--- src/hw/rtl/sacl_pkg.sv ---
// ----------------------------------------------------------------------------
// sacl_pkg
// shared types and constants for the set-associative lru cache lookup
// ----------------------------------------------------------------------------
package sacl_pkg;

    // configuration port
    localparam int CFG_IDX_W  = 2;
    localparam int CFG_DATA_W = 4;

    typedef logic [CFG_IDX_W-1:0]  t_cfg_idx;
    typedef logic [CFG_DATA_W-1:0] t_cfg_val;

    localparam t_cfg_idx CFG_OFFSET_BITS = 2'd0;
    localparam t_cfg_idx CFG_INDEX_BITS  = 2'd1;
    localparam t_cfg_idx CFG_WAYS_USED   = 2'd2;

    localparam t_cfg_val RST_OFFSET_BITS = 4'd5;
    localparam t_cfg_val RST_INDEX_BITS  = 4'd6;
    localparam t_cfg_val RST_WAYS_USED   = 4'd4;

    typedef struct packed {
        t_cfg_val offset_bits;
        t_cfg_val index_bits;
        t_cfg_val ways_used;
    } t_cfg;

    // access kinds
    localparam logic OP_LOAD  = 1'b0;
    localparam logic OP_STORE = 1'b1;

    // width of the way field in a result item
    localparam int WAY_OUT_W = 3;

endpackage

--- src/hw/rtl/sacl_way_sel.sv ---
// ----------------------------------------------------------------------------
// sacl_way_sel
// tag compare and lru victim choice over one set row, two stages
// ----------------------------------------------------------------------------
module sacl_way_sel
    import sacl_pkg::*;
#(
    parameter int ADDR_BITS  = 24,
    parameter int MAX_WAYS   = 8,
    parameter int STAMP_BITS = 32
) (
    input  logic                                i_clk,
    input  logic                                i_load,
    input  logic [MAX_WAYS-1:0]                 i_way_mask,
    input  logic [ADDR_BITS-1:0]                i_tag,
    input  logic [MAX_WAYS-1:0]                 i_valid_row,
    input  logic [MAX_WAYS-1:0][STAMP_BITS-1:0] i_stamp_row,
    input  logic [MAX_WAYS-1:0][ADDR_BITS-1:0]  i_tag_row,
    output logic                                o_hit,
    output logic [((MAX_WAYS > 1) ? $clog2(MAX_WAYS) : 1)-1:0] o_hit_way,
    output logic [((MAX_WAYS > 1) ? $clog2(MAX_WAYS) : 1)-1:0] o_vic_way
);

    localparam int WAY_W = (MAX_WAYS > 1) ? $clog2(MAX_WAYS) : 1;

    logic [MAX_WAYS-1:0]                w_hit_vec;
    logic [WAY_W-1:0]                   w_hit_way;
    logic [MAX_WAYS-1:0][MAX_WAYS-1:0]  w_beat;
    logic [MAX_WAYS-1:0]                w_cand;

    logic                               r_hit;
    logic [WAY_W-1:0]                   r_hit_way;
    logic [MAX_WAYS-1:0][MAX_WAYS-1:0]  r_beat;

    // first stage: tag match per way, lowest matching way wins
    always_comb begin
        w_hit_way = '0;
        for (int w = 0; w < MAX_WAYS; w++) begin
            w_hit_vec[w] = i_way_mask[w] && i_valid_row[w] && (i_tag_row[w] == i_tag);
        end
        for (int w = MAX_WAYS - 1; w >= 0; w--) begin
            if (w_hit_vec[w]) begin
                w_hit_way = WAY_W'(w);
            end
        end
    end

    // w_beat[w][v]: way v has an older stamp than way w, ties to the lower way
    always_comb begin
        for (int w = 0; w < MAX_WAYS; w++) begin
            for (int v = 0; v < MAX_WAYS; v++) begin
                if (v == w) begin
                    w_beat[w][v] = 1'b0;
                end else if (v < w) begin
                    w_beat[w][v] = i_way_mask[v] && (i_stamp_row[v] <= i_stamp_row[w]);
                end else begin
                    w_beat[w][v] = i_way_mask[v] && (i_stamp_row[v] < i_stamp_row[w]);
                end
            end
        end
    end

    always_ff @(posedge i_clk) begin
        if (i_load) begin
            r_hit     <= |w_hit_vec;
            r_hit_way <= w_hit_way;
            r_beat    <= w_beat;
        end
    end

    // second stage: the one in-use way that nothing beats
    always_comb begin
        o_vic_way = '0;
        for (int w = 0; w < MAX_WAYS; w++) begin
            w_cand[w] = i_way_mask[w] && !(|r_beat[w]);
            if (w_cand[w]) begin
                o_vic_way = o_vic_way | WAY_W'(w);
            end
        end
    end

    assign o_hit     = r_hit;
    assign o_hit_way = r_hit_way;

endmodule

--- config.mk ---
export PLATFORM = sky130hd
export DESIGN_NAME = sacl_way_sel
export DESIGN_NICKNAME = d
export VERILOG_FILES = /design/src/hw/rtl/sacl_pkg.sv /design/src/hw/rtl/sacl_way_sel.sv
export SDC_FILE = /design/constraint.sdc
export NUM_CORES = 2
export LEC_CHECK = 0
export ABC_AREA = 1
export BUFFER_PORTS_ARGS = -buffer_cell sky130_fd_sc_hd__buf_4
export CORE_MARGIN = 2
export CORE_UTILIZATION = 45
export DETAILED_ROUTE_END_ITERATION = 8
export PLACE_DENSITY = 0.7
export SYNTH_ARGS = -nofsm -noshare
export SYNTH_HDL_FRONTEND = slang
export SYNTH_SLANG_ARGS = --single-unit
--- constraint.sdc ---
create_clock -name i_clk -period 1.9 [get_ports i_clk]
set_input_delay 0.285 -clock i_clk [delete_from_list [all_inputs] [get_ports i_clk]]
set_output_delay 0.285 -clock i_clk [all_outputs]
set_load 0.01 [all_outputs]
==> flow_metrics.tcl <==
set metrics [dict create \
    dieArea_um2 57200 \
    p_leak_nw 19.8 \
    drive_gt1_share_pct 35.3 \
    cts_buffer_depth 2 \
    hp-start "i_way_mask[3]" \
    die_h_um 239 \
    worst-setup-path-type "primary input to flop" \
    setup_viol 38 \
    final_cell_mix "1164 x buf_4, 803 x ha_1, 572 x nand2_1" \
    cap_violations 0 \
    ys_async_sr_fraction_pct 0 \
    rows 86 \
    ctsRootBufferMaster "clkbuf_16" \
    slew_viol_final 0 \
    synthFlopType "edfxtp_1" \
    crit_path_cell_trace "buf_4 > inv_1 > ha_4 > nand2_4 > buf_4 > buf_4 > buf_4 > buf_4 > o211ai_1 > nor2_2 > nand2_1 > nand2_1 > nor2_1" \
    setup_slack_ps -273 \
    dp.cells 5363 \
    core_um2 54900 \
    final_cells 5431 \
    crit_required_ps 2060 \
    synth_cells 3467 \
    grt_pass1_wl_um 178000 \
    drt_wl_total_um 130000 \
    cp_max_fo 4 \
    synth-edff-count 53 \
    antenna_cells 0 \
    min-delay-path-class "primary input to flop" \
    numCtsBuffers 5 \
    grt_pass1_vias 29300 \
    gr-total-overflow 0 \
    cts_tree "built" \
    vias 32000 \
    crit_arrival_ps 2330 \
    fillerInstances 4489 \
    h-tree-depth 2 \
    syn_area_per_cell_um2 7.18 \
    worstMarginPinSlew_ps 781 \
    hold_buffers 0 \
    synth_nets 4853 \
    p_total_mw 11.8 \
    die_x_um 239 \
    dp.final_hpwl_um 108000 \
    critPathSlowestCell "o211ai_1" \
    synth.distinct_cells 42 \
    avgViaCountPerCell 5.89 \
    final_common_cell "buf_4" \
    clock_sinks 53 \
    violations "negative setup slack" \
    io_pins 497 \
    drc 0 \
    cpMostUsedCell "buf_4" \
    period_needed_ps 2170 \
    peakVddDrop_uv 526 \
    antenna_left 0 \
    syn-cell-area_um2 24900 \
    drt-initial-drc-count 3288 \
    seq_area_frac_synth_pct 6.40 \
    grt_util_all_layers_pct 41.8 \
    finalNetCount 6112 \
    cp_num_buf_inv 6 \
    status "finished with violations" \
    portBuffers 496 \
    antenna_found_initial 0 \
    cts.clk_slew.worst_paths_ps 80 \
    start_kind "primary input" \
    yosys_warnings 0 \
    min_path_cells 3 \
    grt_setup_unrepaired "true" \
    max_slew_margin_pct 47.9 \
    hold_viol 0 \
    syn_to_final_growth_pct 54.7 \
    max_freq_ghz 0.460 \
    drt_pass1_iterations 6 \
    place.gp.congestion 1.09 \
    min_period_over_period_pct 114 \
    synth_seq_cells 53 \
    cp_slowest_stage_delay_ps 510 \
    wire_per_inst_um 23.9 \
    final_core_util_pct 70.1 \
    crit_family "buffers and inverters" \
    holdPathEnd "r_beat[59]" \
    grt_start_max_net_pins 25 \
    critPathLaunch "i_stamp_row[222]" \
    initial_core_util_pct 45.3 \
    power_density_nw_per_um2 306 \
    end_kind "flop" \
]
flip-flops by register name, indices dropped and copies added (netlist names):
name	cells
r_beat	49
o_hit	1
o_hit_way	3
timing repair:
| item | 4_1_cts | 5_1_grt |
|---|---|---|
| endpoints found under the setup margin | 44 | 56 |
| resized for setup | 165 | 406 |
| setup buffers | 23 | 43 |
| pin swaps | 60 | 152 |
worst max path at each step:
stage / to / slack, ps / cells past startpoint
3_3_place_gp: r_beat[52] / -650 / 11
3_5_place_dp: r_beat[52] / -710 / 11
6_report: r_beat[38] / -270 / 13
5_1_grt: r_beat[38] / -320 / 13
4_1_cts: r_beat[38] / -230 / 11
2_1_floorplan: r_beat[48] / 90 / 8
worst min-delay path, stage by stage:
cell and delay, ps:
buf_4 140, nand2_1 60, inv_1 40
cells in the mapped netlist (all sizes together), types with 24 or more instances:
library cell	count	area share (%)
o21ai	179	3.6
xnor2	32	1.1
a21oi	493	9.9
nor2	210	3.2
nor4	63	1.6
nor3	24	0.48
nand3	56	1.1
o21a	54	1.6
nand2	620	9.4
inv	449	6.8
nand4	131	3.3
ha	896	45
o221ai	37	1.3
edfxtp	53	6.4
kinds of logic after synthesis:
family                     count (synthesis)  synth area share, %
DFF                                       53                 6.40
xor gates and xnor gates                  52                 1.83
AOI/OAI and AO/OA                        864                 19.5
buffers and inverters                    470                 7.38
adders and majority gates                896                 45.1
and+or+nand+nor                         1132                 19.9
per-stage QoR:
step / hold slack [ps] / setup slack (ps) / instance area, um^2 / TNS [ps]
after floorplan: 397 / 89.4 / 24900 / 0
after global placement: 622 / -653 / 35000 / -19110
after detailed placement: 626 / -707 / 35000 / -19850
after CTS: 317 / -228 / 36100 / -1150
after global routing: 331 / -321 / 38500 / -5650
final: 330 / -273 / 38500 / -3430
area by class of cell:
class / count / area [um^2] / area share [%]
flip-flops and latches: 53 / 1590 / 4.14
repair buffers: 1273 / 10300 / 26.6
clock buffers: 5 / 125 / 0.325
clock inverters: 3 / 28.8 / 0.0748
multi-input cells: 2944 / 23800 / 61.8
inverters: 449 / 1820 / 4.74
well taps: 704 / 881 / 2.29
routing by layer:
metal  vias to the layer above  share of wire [%]  GRT usage (%)
met5                         -                  0              0
met4                         0                6.4           20.6
met3                       388                 12           8.05
met2                      1762                 42           63.6
met1                     14800                 40           56.3
li1                      15000                  -              -
power by group:
group | leakage (nW) | switching (mW) | internal [mW]
logic | 19.2 | 5.08 | 4.23
registers | 0.510 | 0.0502 | 1.42
clock network | 0.0763 | 0.493 | 0.508
total | 19.8 | 5.63 | 6.16
Note: power is estimated with default switching activity, not from simulation.
