**src/hw/rtl/sacl_pkg.sv**
```systemverilog
// ----------------------------------------------------------------------------
// sacl_pkg
// shared types and constants for the set-associative lru cache lookup
// ----------------------------------------------------------------------------
package sacl_pkg;

    // configuration port
    localparam int CFG_IDX_W  = 2;
    localparam int CFG_DATA_W = 4;

    typedef logic [CFG_IDX_W-1:0]  t_cfg_idx;
    typedef logic [CFG_DATA_W-1:0] t_cfg_val;

    localparam t_cfg_idx CFG_OFFSET_BITS = 2'd0;
    localparam t_cfg_idx CFG_INDEX_BITS  = 2'd1;
    localparam t_cfg_idx CFG_WAYS_USED   = 2'd2;

    localparam t_cfg_val RST_OFFSET_BITS = 4'd5;
    localparam t_cfg_val RST_INDEX_BITS  = 4'd6;
    localparam t_cfg_val RST_WAYS_USED   = 4'd4;

    typedef struct packed {
        t_cfg_val offset_bits;
        t_cfg_val index_bits;
        t_cfg_val ways_used;
    } t_cfg;

    // access kinds
    localparam logic OP_LOAD  = 1'b0;
    localparam logic OP_STORE = 1'b1;

    // width of the way field in a result item
    localparam int WAY_OUT_W = 3;

endpackage

```
**src/hw/rtl/sacl_addr_split.sv**
```systemverilog
// ----------------------------------------------------------------------------
// sacl_addr_split
// splits a byte address into set index and tag by the configured bit counts
// ----------------------------------------------------------------------------
module sacl_addr_split
    import sacl_pkg::*;
#(
    parameter int ADDR_BITS = 24,
    parameter int MAX_SETS  = 1024
) (
    input  logic [ADDR_BITS-1:0] i_address,
    input  t_cfg_val             i_offset_bits,
    input  t_cfg_val             i_index_bits,
    output logic [((MAX_SETS > 1) ? $clog2(MAX_SETS) : 1)-1:0] o_set,
    output logic [ADDR_BITS-1:0] o_tag
);

    localparam int SET_W  = (MAX_SETS > 1) ? $clog2(MAX_SETS) : 1;
    localparam int IB_MAX = $clog2(MAX_SETS + 1) - 1;
    localparam int EXT_W  = ADDR_BITS + SET_W;

    logic [ADDR_BITS-1:0] w_above;
    logic [EXT_W-1:0]     w_above_ext;
    logic [4:0]           w_ib_raw;
    logic [4:0]           w_ib;

    assign w_above     = i_address >> i_offset_bits;
    assign w_above_ext = {{SET_W{1'b0}}, w_above};
    assign w_ib_raw    = {1'b0, i_index_bits};

    // index width clamped to what the set count supports
    assign w_ib = (w_ib_raw > 5'(IB_MAX)) ? 5'(IB_MAX) : w_ib_raw;

    always_comb begin
        for (int i = 0; i < SET_W; i++) begin
            o_set[i] = w_above_ext[i] && (5'(i) < w_ib);
        end
    end

    assign o_tag = w_above >> w_ib;

endmodule

```
**config.mk**
```make
export PLATFORM = sky130hd
export DESIGN_NAME = sacl_addr_split
export DESIGN_NICKNAME = d
export VERILOG_FILES = /design/src/hw/rtl/sacl_pkg.sv /design/src/hw/rtl/sacl_addr_split.sv
export SDC_FILE = /design/constraint.sdc
export NUM_CORES = 1
export LEC_CHECK = 0
export BUFFER_PORTS_ARGS = -buffer_cell sky130_fd_sc_hd__buf_2
export CAP_MARGIN = 20
export CORE_MARGIN = 4
export CORE_UTILIZATION = 51
export DETAILED_ROUTE_END_ITERATION = 6
export PLACE_DENSITY = 0.81
export SYNTH_ARGS = -nofsm -noshare
export SYNTH_HDL_FRONTEND = slang
export SYNTH_SLANG_ARGS = --single-unit
```
**constraint.sdc**
```tcl
create_clock -name vclk -period 3.1
set_clock_uncertainty 0.1 [all_clocks]
set_input_delay 0.62 -clock vclk [all_inputs]
set_output_delay 0.62 -clock vclk [all_outputs]
set_load 0.03 [all_outputs]
```
==> results.json, run 1 <==
{
  "status": "stopped before the end",
  "synth_common_cells": "nor2_1, nand2_1, mux2i_1",
  "tool.error": "[ERROR DPL-0038] Utilization greater than 100%, impossible to legalize",
  "yosysTopAreaCellShare_pct": 13.84,
  "ys_warn_count": 0,
  "yosysMostFrequentCell": "nor2_1",
  "avgSynthCellArea_um2": 8.275,
  "synth_top_cell_by_area": "mux4_2",
  "initial_core_util_pct": 54.19,
  "grt_max_degree": 21,
  "synth-seq-area-share_pct": 0,
  "cts_hold_buf": 0,
  "io_buffers": 66,
  "pre_cts_ws_ns": -0.6571,
  "io_pins": 66,
  "syn_inst": 295,
  "worst-ep-kind": "primary output",
  "postGrtWorstEndpoint": "o_tag[6]",
  "ys_top_cells_by_area": "mux4_2, mux4_1, mux2i_1",
  "gp_congestion": 0.9499,
  "dp_hpwl_um": 8740,
  "syn_area_um2": 2441,
  "synth.net_count": 327,
  "die_x_um": 77.19,
  "num_rows": 24,
  "outcome.stop_stage": "global routing",
  "yosysUniqueCellTypes": 57,
  "fp.dieH_um": 77.19
}
## per-stage QoR
stage / instance area (µm²) / instances / hold WS [ns] / setup TNS (ns)
2_1_floorplan: 2611 / 295 / 1.397 / -1.190
3_3_place_gp: 3814 / 514 / 1.689 / -10.41
3_5_place_dp: 3814 / 514 / 1.681 / -13.26
4_1_cts: 4374 / 525 / 1.688 / -5.918
## kinds of logic after synthesis
group,after synthesis,share of synthesized area (%)
multiplexers,67,42.75
AO/OA/AOI/OAI,97,28.65
AND/OR/NAND/NOR,98,19.07
buffers and inverters,33,9.533
## repair_timing
item,in CTS
gates cloned,2
resized for setup,116
setup buffers,9
endpoints found under the hold margin,0
pin swaps,27
setup endpoints to repair,32
==> run 2, diff against run 1 <==
CORE_UTILIZATION = 40   (was 51)
PLACE_DENSITY = default   (was 0.81)
PLACE_DENSITY_LB_ADDON = 0.15   (was default)
clock period = 4 ns   (was 3.1 ns; I/O delays follow)
==> run 2 against run 1 <==
  * Synthesized cell count unchanged
  * Area after synthesis did not move
  * The flow now finishes without violations
==> results.json, run 2 <==
{
  "pre_cts_ws_ns": -0.08949,
  "nets": 403,
  "worst_pin_slew_ns": 0.6485,
  "min_period_ns": 3.895,
  "final_common_cell": "buf_2",
  "max_freq_ghz": 0.2567,
  "track_usage_pct": 21.53,
  "postLayoutSetupSlackWorst_ns": 0.1046,
  "setup_viol_count_final": 0,
  "n_antenna_cell": 0,
  "fp.coreArea_um2": 5921,
  "worstPathArrival_ns": 3.00,
  "final_cell_mix": "buf_2, nor2_1, buf_4",
  "path_class": "primary input to output pin",
  "drt_pass1_iterations": 5,
  "worstHoldStart": "i_index_bits[0]",
  "antenna_found_initial": 0,
  "holdPathStages": 4,
  "avgSynthCellArea_um2": 8.275,
  "clkbuf_count": 0,
  "overflow": 0,
  "status": "complete, no violations",
  "hold_path.class": "primary input to output pin",
  "period_share_pct": 97.39,
  "peakVddDrop_v": 0.0001142,
  "end_kind": "output pin",
  "yosysUniqueCellTypes": 57,
  "routed_via_density": 6.520,
  "synth_common_cells": "nor2_1, nand2_1, mux2i_1",
  "vias": 2895,
  "regArea_um2": 0,
  "initialDrtViolationCount": 378,
  "wl_per_cell_um": 18.97,
  "layout-drive-gt1-share_pct": 40.65,
  "die_area_um2": 7417,
  "seq_cell_count": 0,
  "initial_core_util_pct": 41.23,
  "syn_area_um2": 2441,
  "path_max_fanout": 4,
  "gp_congestion": 0.8690,
  "ys_top_cells_by_area": "mux4_2, mux4_1, mux2i_1",
  "cts_hold_buf": 0,
  "fp.dieH_um": 86.12,
  "max_cap_violations": 0,
  "yosysTopAreaCellShare_pct": 13.84,
  "routed_wl_um": 8422,
  "hold_viol": 0,
  "synthToLayoutAreaGrowth_pct": 23.42,
  "grt_pass1_wl_um": 13270,
  "syn_inst": 295,
  "remaining_drc_errors": 0,
  "postRouteAntennaNets": 0,
  "rsz0062_at_grt": "false",
  "dp_hpwl_um": 6622,
  "synth-seq-area-share_pct": 0,
  "leakage_nw": 1.295,
  "grt_max_degree": 25,
  "synth_top_cell_by_area": "mux4_2",
  "startpoint_type": "primary input",
  "fin_setup_tns_ns": 0,
  "maxSlewHeadroom_pct": 56.63,
  "die_x_um": 86.12,
  "grt_pass1_vias": 2570,
  "yosysMostFrequentCell": "nor2_1",
  "ys_warn_count": 0,
  "io_pins": 66,
  "cp.required_ns": 3.10,
  "synth.net_count": 327,
  "slew_viol_final": 0,
  "hold_path_end": "o_set[2]",
  "fin_hold_ws_ns": 2.046,
  "num_rows": 28,
  "p_per_area_nw_per_um2": 183.3,
  "io_buffers": 66
}
-- run 2: stage by stage --
| step | utilization [%] | std cells | power, mW | instance area, µm² |
|---|---|---|---|---|
| finish | 50.89 | 444 | 0.5521 | 3013 |
| CTS | 50.19 | 443 | 0.5364 | 2972 |
| global placement | 50.15 | 443 | 0.5324 | 2969 |
| floorplan | - | 295 | 0.3727 | 2441 |
| detailed placement | 50.15 | 443 | 0.5335 | 2969 |
| global route | 50.89 | 444 | 0.5892 | 3013 |
-- run 2: final cells by class --
class              instances  area, µm²
fillers                  579       2908
multi-input cells        262       2236
repair buffers           100      656.9
well taps                 75      93.84
inverters                  7      26.28
-- run 2: per-layer routing --
layer / global-route usage, % / up-vias / wire length [µm]
met4: 2.734 / 0 / 59
met2: 36.93 / 127 / 4084
met1: 30.76 / 1403 / 3747
met3: 0.7685 / 6 / 531
li1: - / 1359 / -
met5: 0 / - / 0
-- run 2: how the worst max path moves through the flow --
| stage | start | end | depth (start not counted) |
|---|---|---|---|
| 6_report | i_offset_bits[2] | o_tag[10] | 7 |
| 2_1_floorplan | i_offset_bits[1] | o_tag[19] | 8 |
| 3_3_place_gp | i_offset_bits[0] | o_tag[1] | 8 |
| 5_1_grt | i_offset_bits[0] | o_tag[2] | 10 |
| 4_1_cts | i_offset_bits[0] | o_tag[1] | 8 |
| 3_5_place_dp | i_offset_bits[0] | o_tag[1] | 8 |
-- run 2: cells by family after synthesis --
family / after synthesis / synth area share, %
compound gates: 97 / 28.65
buf+inv: 33 / 9.533
mux: 67 / 42.75
simple gates: 98 / 19.07
-- run 2: repair_timing --
action                                  4_1_cts  5_1_grt
pin swaps                                     1        2
endpoints found under the setup margin        7       14
setup buffers                                 0        1
resized for setup                             1       11
-- run 2: power by group --
| group | internal, mW | switching, mW | leakage [nW] | total, mW |
|---|---|---|---|---|
| logic | 0.230 | 0.322 | 1.30 | 0.552 |
| registers | 0 | 0 | 0 | 0 |
| clock network | 0 | 0 | 0 | 0 |
| total | 0.230 | 0.322 | 1.30 | 0.552 |
-- run 2: worst max-delay path: stages --
cell	delay, ns
buf_2	0.13
mux4_1	0.59
mux2_2	0.32
mux4_2	0.54
mux2i_1	0.26
o221ai_1	0.16
buf_2	0.19
Power figures use the tool's default switching activity.
==> run 3, diff against run 2 <==
PLACE_DENSITY_LB_ADDON = default   (was 0.15)
==> run 3 against run 2 <==
  * Wire length increased by 3.4%
  * Die area unchanged
  * Sequential share of layout area unchanged
  * Cell area increased by 2.5%
  * Global-route usage increased by 1.2 points
  * Worst hold slack got worse by 0.037 ns
  * Count of clock-buffer cells in the layout unchanged
  * Largest power group unchanged
==> results.json, run 3 (synthesis results as in run 2) <==
{
  "fin_setup_tns_ns": 0,
  "max_stage_delay_ns": 0.59,
  "postRouteAntennaNets": 0,
  "remaining_drc_errors": 0,
  "seq_cell_count": 0,
  "routed_via_density": 6.410,
  "path_cells": "buf_2, mux4_1, mux2_2, mux4_2, mux2i_1, o221ai_1, buf_2",
  "fp.dieH_um": 86.12,
  "hold_path_end": "o_set[2]",
  "io_buffers": 66,
  "final_area_um2": 3088,
  "power_frac_comb_pct": 100.0,
  "path_class": "primary input to output pin",
  "maxSlewHeadroom_pct": 52.73,
  "switchingPower_mw": 0.3272,
  "placed_cells": 455,
  "startpoint_type": "primary input",
  "cts_hold_buf": 0,
  "worstPathArrival_ns": 3.02,
  "peakVddDrop_v": 0.00009251,
  "leakage_nw": 1.348,
  "worst_pin_slew_ns": 0.7069,
  "grt_pass1_vias": 2823,
  "nets": 415,
  "path_buf_inv": 2,
  "routed_wl_um": 8709,
  "die_x_um": 86.12,
  "place_area_um2": 3022,
  "track_usage_pct": 22.78,
  "drt_pass1_iterations": 5,
  "hold_viol": 0,
  "antenna_found_initial": 0,
  "n_antenna_cell": 0,
  "synthToLayoutAreaGrowth_pct": 26.50,
  "initial_core_util_pct": 41.23,
  "status": "complete, no violations",
  "overflow": 0,
  "min_period_ns": 3.917,
  "num_rows": 28,
  "wl_per_cell_um": 19.10,
  "layout-drive-gt1-share_pct": 43.57,
  "stdcell_count": 456,
  "intPower_mw": 0.2385,
  "worstHoldStart": "i_index_bits[0]",
  "clkbuf_count": 0,
  "gp_congestion": 0.9234,
  "path_max_fanout": 4,
  "clockPowerShare_pct": 0,
  "cp.required_ns": 3.10,
  "p_per_area_nw_per_um2": 183.2,
  "end_kind": "output pin",
  "regArea_um2": 0,
  "crit_path_top_delay_cell": "mux4_1",
  "fp.coreArea_um2": 5921,
  "hold_path.class": "primary input to output pin",
  "dp_hpwl_um": 6811,
  "final_common_cell": "buf_2",
  "setup_viol_count_final": 0,
  "cp_common_cell": "buf_2",
  "final_cell_mix": "buf_2, buf_4, nor2_1",
  "crit_family": "multiplexers",
  "seq_power_share_pct": 0,
  "slew_viol_final": 0,
  "die_area_um2": 7417,
  "swShare_pct": 57.84,
  "grt_max_degree": 25,
  "initialDrtViolationCount": 299,
  "max_cap_violations": 0,
  "max_freq_ghz": 0.2553,
  "period_share_pct": 97.94,
  "fillers": 594,
  "grt_pass1_wl_um": 14060,
  "io_pins": 66,
  "holdPathStages": 4,
  "vias": 2923
}
## run 3: cell count changes in the layout (fill, tap and decap cells not counted), moves of 2 or more
cell,before,now
a21oi_1,16,14
a21oi_2,1,3
buf_12,5,2
buf_4,30,43
o22ai_1,6,4
o22ai_2,1,3
## run 3: worst max-delay path by stage
stage                     startpoint  slack [ns]   endpoint  cells past startpoint
global route        i_offset_bits[0]     -0.0009  o_tag[14]                     10
global placement    i_offset_bits[0]       -0.05   o_tag[3]                      9
finish              i_offset_bits[2]        0.08  o_tag[10]                      7
detailed placement  i_offset_bits[0]       -0.07   o_tag[3]                      9
floorplan           i_offset_bits[1]        0.05  o_tag[19]                      8
CTS                 i_offset_bits[0]       0.002   o_tag[6]                      9
## run 3: layout make-up
cell class / instances / area, µm² / share of cell area, %
multi-input cells: 262 / 2247 / 72.77
repair buffers: 112 / 716.9 / 23.22
well taps: 75 / 93.84 / 3.039
inverters: 7 / 30.03 / 0.9724
## run 3: power groups by stage
| stage | Clock (mW) | Combinational [mW] | Sequential [mW] |
|---|---|---|---|
| global route | 0 | 0.605 | 0 |
| finish | 0 | 0.566 | 0 |
| floorplan | 0 | 0.373 | 0 |
| detailed placement | 0 | 0.542 | 0 |
| global placement | 0 | 0.542 | 0 |
| CTS | 0 | 0.550 | 0 |
## run 3: timing repair
action	CTS	global route
gates resized for setup	4	15
buffers inserted	1	0
pin swaps	1	1
endpoints found under the setup margin	9	20
## run 3: metal layers
layer / global-route usage, % / vias up / share of wire (%)
met2: 38.89 / 134 / 48
met5: 0 / - / 0
met1: 30.90 / 1401 / 43
li1: - / 1370 / -
met3: 1.345 / 18 / 6.3
met4: 6.475 / 0 / 2.3
## run 3: stage by stage
step | total power, mW | setup slack, ns | hold slack, ns | util (%)
after CTS | 0.5501 | 0.001644 | 2.005 | 51.39
after detailed placement | 0.5422 | -0.07411 | 2.003 | 51.04
after global routing | 0.6050 | -0.0009379 | 2.043 | 52.16
after floorplan | 0.3727 | 0.04570 | 1.757 | -
after global placement | 0.5424 | -0.04633 | 2.006 | 51.04
final | 0.5657 | 0.08252 | 2.009 | 52.16
